$ cat config.mk
export PLATFORM = sky130hd
export DESIGN_NAME = miae_muldiv
export DESIGN_NICKNAME = d
export VERILOG_FILES = /design/src/design/mips_integer_alu_execute_defines.svh /design/src/design/miae_pkg.sv /design/src/design/miae_muldiv.sv
export SDC_FILE = /design/constraint.sdc
export NUM_CORES = 2
export LEC_CHECK = 0
export BUFFER_PORTS_ARGS = -buffer_cell sky130_fd_sc_hd__buf_2
export CORE_ASPECT_RATIO = 0.9
export CORE_MARGIN = 2
export CORE_UTILIZATION = 29
export DETAILED_ROUTE_END_ITERATION = 8
export PLACE_DENSITY = 0.43
export SETUP_SLACK_MARGIN = 0.1
export SYNTH_ARGS = -nofsm -noshare
export SYNTH_HDL_FRONTEND = slang
export SYNTH_SLANG_ARGS = --single-unit
export TNS_END_PERCENT = 100
$ cat constraint.sdc
create_clock -name i_clk -period 21.3 [get_ports i_clk]
set_clock_uncertainty 0.1 [all_clocks]
set_input_delay 5.325 -clock i_clk [delete_from_list [all_inputs] [get_ports i_clk]]
set_output_delay 5.325 -clock i_clk [all_outputs]
set_load 0.05 [all_outputs]
$ cat src/design/mips_integer_alu_execute_defines.svh
// Assertion macros shared by the execute block
`ifndef MIPS_INTEGER_ALU_EXECUTE_DEFINES_SVH
`define MIPS_INTEGER_ALU_EXECUTE_DEFINES_SVH

// Check that a condition implies a consequence on the same edge
`define MIAE_ASSERT_IMP(label, clk, rst_n, cond, cons, msg) \
    label: assert property (@(posedge clk) disable iff (!rst_n) (cond) |-> (cons)) \
        else $error(msg);

// Check that a condition implies a consequence on the next edge
`define MIAE_ASSERT_NEXT(label, clk, rst_n, cond, cons, msg) \
    label: assert property (@(posedge clk) disable iff (!rst_n) (cond) |=> (cons)) \
        else $error(msg);

`endif

$ cat src/design/miae_pkg.sv
`timescale 1ns / 1ps
package miae_pkg;

    localparam int NUM_REGS = 32;
    localparam int REG_W    = $clog2(NUM_REGS);

    typedef enum logic [4:0] {
        OP_ADD   = 5'd0,  OP_ADDI  = 5'd1,  OP_ADDIU = 5'd2,  OP_ADDU  = 5'd3,
        OP_SUB   = 5'd4,  OP_SUBU  = 5'd5,  OP_DIV   = 5'd6,  OP_DIVU  = 5'd7,
        OP_MULT  = 5'd8,  OP_MULTU = 5'd9,  OP_SLL   = 5'd10, OP_SLLV  = 5'd11,
        OP_SRA   = 5'd12, OP_SRAV  = 5'd13, OP_SRL   = 5'd14, OP_SRLV  = 5'd15,
        OP_AND   = 5'd16, OP_ANDI  = 5'd17, OP_NOR   = 5'd18, OP_OR    = 5'd19,
        OP_ORI   = 5'd20, OP_XOR   = 5'd21, OP_XORI  = 5'd22, OP_SLT   = 5'd23,
        OP_SLTI  = 5'd24, OP_SLTIU = 5'd25, OP_SLTU  = 5'd26
    } t_op;

    typedef struct packed {
        logic [4:0]       op;
        logic [REG_W-1:0] src_a_index;
        logic [REG_W-1:0] src_b_index;
        logic [REG_W-1:0] dest_index;
        logic [4:0]       shift_amount;
        logic [15:0]      immediate;
    } t_req;

    typedef struct packed {
        logic             reg_write;
        logic [REG_W-1:0] write_index;
        logic [31:0]      write_value;
        logic             overflow;
        logic [31:0]      hi_value;
        logic [31:0]      lo_value;
    } t_rsp;

    // Register file write port
    typedef struct packed {
        logic             en;
        logic [REG_W-1:0] idx;
        logic [31:0]      data;
    } t_rf_wr;

endpackage

$ cat src/design/miae_muldiv.sv
`timescale 1ns / 1ps
module miae_muldiv
    import miae_pkg::*;
(
    input  logic        i_clk,
    input  logic        i_rst_n,
    input  logic        i_start,
    input  logic        i_is_div,
    input  logic        i_signed,
    input  logic [31:0] i_a,
    input  logic [31:0] i_b,
    output logic        o_done,
    output logic [31:0] o_hi,
    output logic [31:0] o_lo
);
    // Multiply: 33x33 signed product in one registered step.
    // Divide: restoring, one quotient bit per cycle over magnitudes.
    logic        r_busy, r_neg_q, r_neg_r, r_done;
    logic        r_div_last;
    logic [5:0]  r_cnt;
    logic [31:0] r_quo, r_rem, r_dsr, r_hi, r_lo;
    logic [31:0] abs_a, abs_b;
    logic [32:0] trial;
    logic signed [65:0] prod;

    assign abs_a = (i_signed && i_a[31]) ? (32'd0 - i_a) : i_a;
    assign abs_b = (i_signed && i_b[31]) ? (32'd0 - i_b) : i_b;
    assign prod  = $signed({i_signed & i_a[31], i_a}) * $signed({i_signed & i_b[31], i_b});
    assign trial = {r_rem, r_quo[31]} - {1'b0, r_dsr};

    always_ff @(posedge i_clk) begin
        if (!i_rst_n) begin
            r_busy <= 1'b0;
            r_done <= 1'b0;
            r_cnt  <= '0;
        end else begin
            r_done <= 1'b0;
            if (i_start && !i_is_div) begin
                r_hi   <= prod[63:32];
                r_lo   <= prod[31:0];
                r_done <= 1'b1;
            end else if (i_start) begin
                r_busy  <= 1'b1;
                r_cnt   <= 6'd32;
                r_quo   <= abs_a;
                r_rem   <= 32'd0;
                r_dsr   <= abs_b;
                r_neg_q <= i_signed && (i_a[31] ^ i_b[31]);
                r_neg_r <= i_signed && i_a[31];
            end else if (r_busy) begin
                // Shift in one quotient bit
                if (!trial[32]) begin
                    r_rem <= trial[31:0];
                    r_quo <= {r_quo[30:0], 1'b1};
                end else begin
                    r_rem <= {r_rem[30:0], r_quo[31]};
                    r_quo <= {r_quo[30:0], 1'b0};
                end
                r_cnt <= r_cnt - 6'd1;
                if (r_cnt == 6'd1) begin
                    r_busy <= 1'b0;
                    r_done <= 1'b1;
                end
            end
            if (r_busy && r_cnt == 6'd0) begin
                r_busy <= 1'b0;
            end
        end
    end

    // Apply signs after the last step
    assign o_done = r_done;
    always_comb begin
        if (r_div_last) begin
            o_lo = r_neg_q ? (32'd0 - r_quo) : r_quo;
            o_hi = r_neg_r ? (32'd0 - r_rem) : r_rem;
        end else begin
            o_lo = r_lo;
            o_hi = r_hi;
        end
    end

    always_ff @(posedge i_clk) begin
        if (!i_rst_n) begin
            r_div_last <= 1'b0;
        end else if (i_start) begin
            r_div_last <= i_is_div;
        end
    end
endmodule

=== Word-level counts from Yosys, hierarchy flattened ===
Cells that the tools add are included.

* Bits in latches: 0
* ROM bits: 0
* RAM bits: 0
* Flip-flop bits (word level): 171
* Memories: 0

* Bitwise gates (word level): 5
* Divide/modulo/power cells: 0
* $lt $le $gt $ge: 0
* Equal/unequal tests: 1
* Shift-type cells: 0
* Add/sub/neg operators: 6
* Reduce and logical (&&, ||, !) cells: 13
* Multiplexer cells: 20
* $mul: 1

{| class="wikitable"
|+ Operators by type and width
! operator !! count
|-
| $mux 32 || 10
|-
| $sub 1x32->32 const A || 4
|-
| $mul 33x33->64 || 1
|-
| $sub 33x32->33 || 1
|-
| $mux 6 || 2
|-
| $mux 1 || 8
|-
| $eq 6x1->1 const B || 1
|-
| $logic_not 6->1 || 1
|-
| $reduce_and 3->1 || 2
|-
| $sub 6x1->6 const B || 1
|-
| $logic_and 1x1->1 || 5
|-
| $reduce_and 2->1 || 2
|-
| $and 1x1->1 || 2
|-
| $not 1->1 || 2
|-
| $reduce_bool 2->1 || 1
|-
| $reduce_or 2->1 || 1
|-
| $logic_not 1->1 || 1
|-
| $xor 1x1->1 || 1
|}

=== Longest topological paths before layout ===
* Word-level depth: 5
* Mapped depth: 32
* Gate-level depth less buffers: 28

=== Least setup slack after synthesis ===
No wires, ideal clock.

* Kind: input -> register
* Start point: input i_a[31]
* End point: register r_hi[30] (data pin)
* Buffers on the path: 3
* Setup time: 0.265 ns
* Data arrival time: 13.113 ns
* Data required time: 20.935 ns
* Stages on the path: 26
* Path slack: 7.822 ns
* Cell sequence: clkbuf_1 nand2_1 inv_1 clkbuf_1 buf_1 nand2_1 inv_1 fa_1 fa_1 fa_1 inv_1 fa_1 inv_1 fa_1 fa_1 inv_1 fa_1 fa_1 inv_1 ha_1 and4_1 a221oi_1 a21boi_0 a211oi_1 o21ai_0 xor2_1

* Word-level cells in the longest chain between the ends: 2

{| class="wikitable"
|+ Ends and longest elaborated chain
! what !! RTL line !! RTL
|-
| from (decl) || miae_muldiv.sv:10 || <nowiki>input logic [31:0] i_a,</nowiki>
|-
| $and 1x1->1 || miae_muldiv.sv:28 || <nowiki>assign prod = $signed({i_signed & i_a[31], i_a}) * $signed({i_signed & i_b[31], i_b});</nowiki>
|-
| $mul 33x33->64 * || miae_muldiv.sv:28 ||
|-
| via prod[62] || miae_muldiv.sv:24 || <nowiki>logic signed [65:0] prod;</nowiki>
|-
| to (signal assigned) || miae_muldiv.sv:39 || <nowiki>r_hi <= prod[63:32];</nowiki>
|-
| to (decl) || miae_muldiv.sv:21 || <nowiki>logic [31:0] r_quo, r_rem, r_dsr, r_hi, r_lo;</nowiki>
|}

The timed path passes the listed nets; every way through them passes the cells marked *.
A chain may end at the register's enable or synchronous reset.

=== Final worst setup path ===
* Start point: input i_signed
* End point: register r_hi[26] (data pin)

* Word-level cells in the longest chain between the ends: 2
* Elaborated cells between the ends (all ways): 3
* Those cells by class: mul (1); bitwise (2)

{| class="wikitable"
|+ Ends and longest elaborated chain
! what !! RTL line !! RTL
|-
| from (decl) || miae_muldiv.sv:9 || <nowiki>input logic i_signed,</nowiki>
|-
| $and 1x1->1 || miae_muldiv.sv:28 ||
|-
| $mul 33x33->64 * || miae_muldiv.sv:28 ||
|-
| via prod[58] || miae_muldiv.sv:24 ||
|}

Marked as above.

==> results.py <==
metrics = {
    "synthesis": {
        "syn_area_sq_um": 48900,
        "postSynthCellCount": 5343,
        "yosysWarningCount": 0,
        "synthFlopType": "edfxtp_1",
        "synth_edf_count": 162,
        "yosysSeqAreaShare_pct": 10.3,
        "synth.top_cell.area_share_pct": 46.1,
        "syn_nets": 6789,
        "ys_ff_latch": 171,
        "postSynthAreaPerCell_sq_um": 9.16,
        "ys_top_cells_by_area": "fa_1 (46%), edfxtp_1 (9.9%), inv_1 (8.9%)",
        "synth_cell_types": 71,
        "synth_top_area_cell": "fa_1",
        "async_reset_ff_share_pct": 0,
    },
    "timing": {
        "rsz0062_at_grt": "false",
        "slew_viol_final": 0,
        "max_freq_mhz": 67.4,
        "finalSetupTns_ns": 0,
        "setup_violations": 0,
        "finalCriticalPeriod_ns": 14.84,
        "slew-limit-headroom_pct": 8.73,
        "worst_pin_slew_ns": 1.36,
        "hold_viol": 0,
        "post-route-period-util_pct": 69.7,
    },
    "worst_setup_path": {
        "cp_max_fo": 21,
        "critPathMaxStageDelay_ns": 1.06,
        "crit_path_frequent_cell": "fa_1",
        "worstPathRequired_ns": 21.41,
        "cp-start-kind": "input port",
        "cp_data_arrival_time_ns": 14.95,
        "path_class": "input port to register",
        "reg2reg_depth": 13,
        "r2r-start": "r_quo[31]$_DFFE_PP_",
        "r2r-end": "r_rem[29]$_SDFFCE_PP0P_",
        "cpMaxStageDelayCell": "a211oi_1",
        "endpoint_kind": "register",
        "critPathLaunch": "i_signed",
        "cp-endpoint": "r_hi[26]$_DFFE_PP_",
        "rrSetupSlack_ns": 16.24,
    },
    "die": {
        "die_y_microns": 394,
        "core_sq_um": 168000,
        "boundaryPins": 134,
        "die_area_sq_um": 172000,
        "rows": 143,
        "start_util_pct": 29.1,
        "fp.dieW_microns": 437,
    },
    "route": {
        "drtAntennaViolNets": 0,
        "first_pass_iters": 6,
        "drtIter0Drc": 2459,
        "via_count": 36400,
        "route.detailed.drc": 0,
        "drt-total-wl_microns": 170000,
        "viasPerCell": 4.84,
        "wl_per_cell_microns": 22.6,
    },
    "grt": {
        "grt_antenna_before_repair": 16,
        "grt_pass1_vias": 38500,
        "grt-ovfl-total": 0,
        "grt_usage_pct": 20.1,
        "grt_pass1_wl_microns": 259000,
        "grt_max_degree": 67,
    },
    "clock_tree": {
        "clock_path_buffers": 2,
        "cts_sinks": 171,
        "post_cts_resized": 0,
        "ctsHtreeMaxLevel": 4,
        "insertion_delay_ns": 0.48,
        "cts_made_buffers": 17,
        "cts_setup_buffers": 0,
        "cts_tree": "built",
        "clk_pin_slew_ns": 0.08,
        "hold_buffers": 0,
        "cts-root-buf": "clkbuf_16",
    },
    "placed_design": {
        "gp_congestion": 0.870,
        "dp.final_hpwl_microns": 124000,
        "port_buffers": 133,
    },
    "layout": {
        "nets": 6695,
        "drive_gt1_share_pct": 5.30,
        "area_growth_syn_to_layout_pct": 7.08,
        "layout_common_cells": "inv_1 (1156), fa_1 (1126), nand2_1 (773), and2_1 (355), ha_1 (251)",
        "mostFrequentLayoutCell": "inv_1",
    },
    "outcome": {
        "status": "finished, final reports clean",
    },
    "flow_run": {
        "maxCapViolCount": 0,
    },
    "min_path": {
        "hp-class": "register to register",
    },
}
-- cell usage after synthesis (104+ instances only) --
master,count
and2_1,356
xor2_1,119
inv_1,1157
fa_1,1126
o21ai_0,106
clkbuf_1,291
a21oi_1,220
edfxtp_1,162
ha_1,251
nand2_1,773
nor2_1,197
xnor2_1,104
-- registers in the layout, indices dropped and copies added, names as in the netlist --
register / cells
r_neg_q: 1
r_neg_r: 1
r_div_last: 1
r_rem: 32
r_quo: 32
r_cnt: 6
o_done: 1
r_busy: 1
r_hi: 32
r_dsr: 32
r_lo: 32
-- stage by stage --
step / utilization [%] / setup slack [ns] / cell area, sq um / hold WS [ns] / std cells
after floorplan: - / 7.82 / 48900 / 0.417 / 5343
after global placement: 30.8 / 6.20 / 51800 / 0.440 / 7477
after detailed placement: 30.8 / 6.02 / 51800 / 0.464 / 7477
after CTS: 31.1 / 6.50 / 52400 / 0.476 / 7509
after global routing: 31.2 / 5.93 / 52400 / 0.533 / 7513
final: 31.2 / 6.46 / 52400 / 0.470 / 7514
-- worst min-delay path by stage --
| stage | slack (ns) | end | cells past startpoint | startpoint |
|---|---|---|---|---|
| detailed placement | 0.46 | r_cnt[1]$_SDFFE_PN0P_ | 2 | r_cnt[1]$_SDFFE_PN0P_ |
| finish | 0.47 | r_cnt[1]$_SDFFE_PN0P_ | 2 | r_cnt[1]$_SDFFE_PN0P_ |
| CTS | 0.48 | r_cnt[1]$_SDFFE_PN0P_ | 2 | r_cnt[1]$_SDFFE_PN0P_ |
| global route | 0.53 | r_cnt[1]$_SDFFE_PN0P_ | 2 | r_cnt[1]$_SDFFE_PN0P_ |
| global placement | 0.44 | r_cnt[1]$_SDFFE_PN0P_ | 2 | r_cnt[1]$_SDFFE_PN0P_ |
| floorplan | 0.42 | r_cnt[1]$_SDFFE_PN0P_ | 2 | r_cnt[1]$_SDFFE_PN0P_ |
-- layer usage --
layer	share of wire [%]	track usage [%]	routed length (microns)
met1	47	29.7	80100
met2	46	32.2	78800
met3	4.7	1.80	8010
met4	1.7	3.44	2880
met5	0.0041	0	7
-- worst max-delay path: cells and delay by family --
kind | cells | cell delay, ns
simple gates | 5 | 1.11
xor+xnor | 1 | 0.12
fa+ha+maj | 9 | 4.22
compound gates | 5 | 2.46
buf+inv | 9 | 1.65
-- final cells by class --
cell class / instances / area (sq um)
Antenna cell: 5 / 12.5
Clock inverter: 14 / 134
Timing Repair Buffer: 213 / 1270
Multi-Input combinational cell: 3689 / 38300
Inverter: 1157 / 4340
Tap cell: 2247 / 2810
Sequential cell: 171 / 5050
Fill cell: 17800 / 116000
Clock buffer: 18 / 429
-- logic make-up after synthesis --
logic type	count (synthesis)	synth area share (%)
compound gates	565	7.21
flops	171	10.3
xor+xnor	223	3.99
mux	5	0.107
simple gates	1519	14.5
fa+ha+maj	1377	52.5
buf+inv	1483	11.4
Power is not shown: default switching activity piles up to over one toggle a cycle in this logic, so the estimate is an artifact.
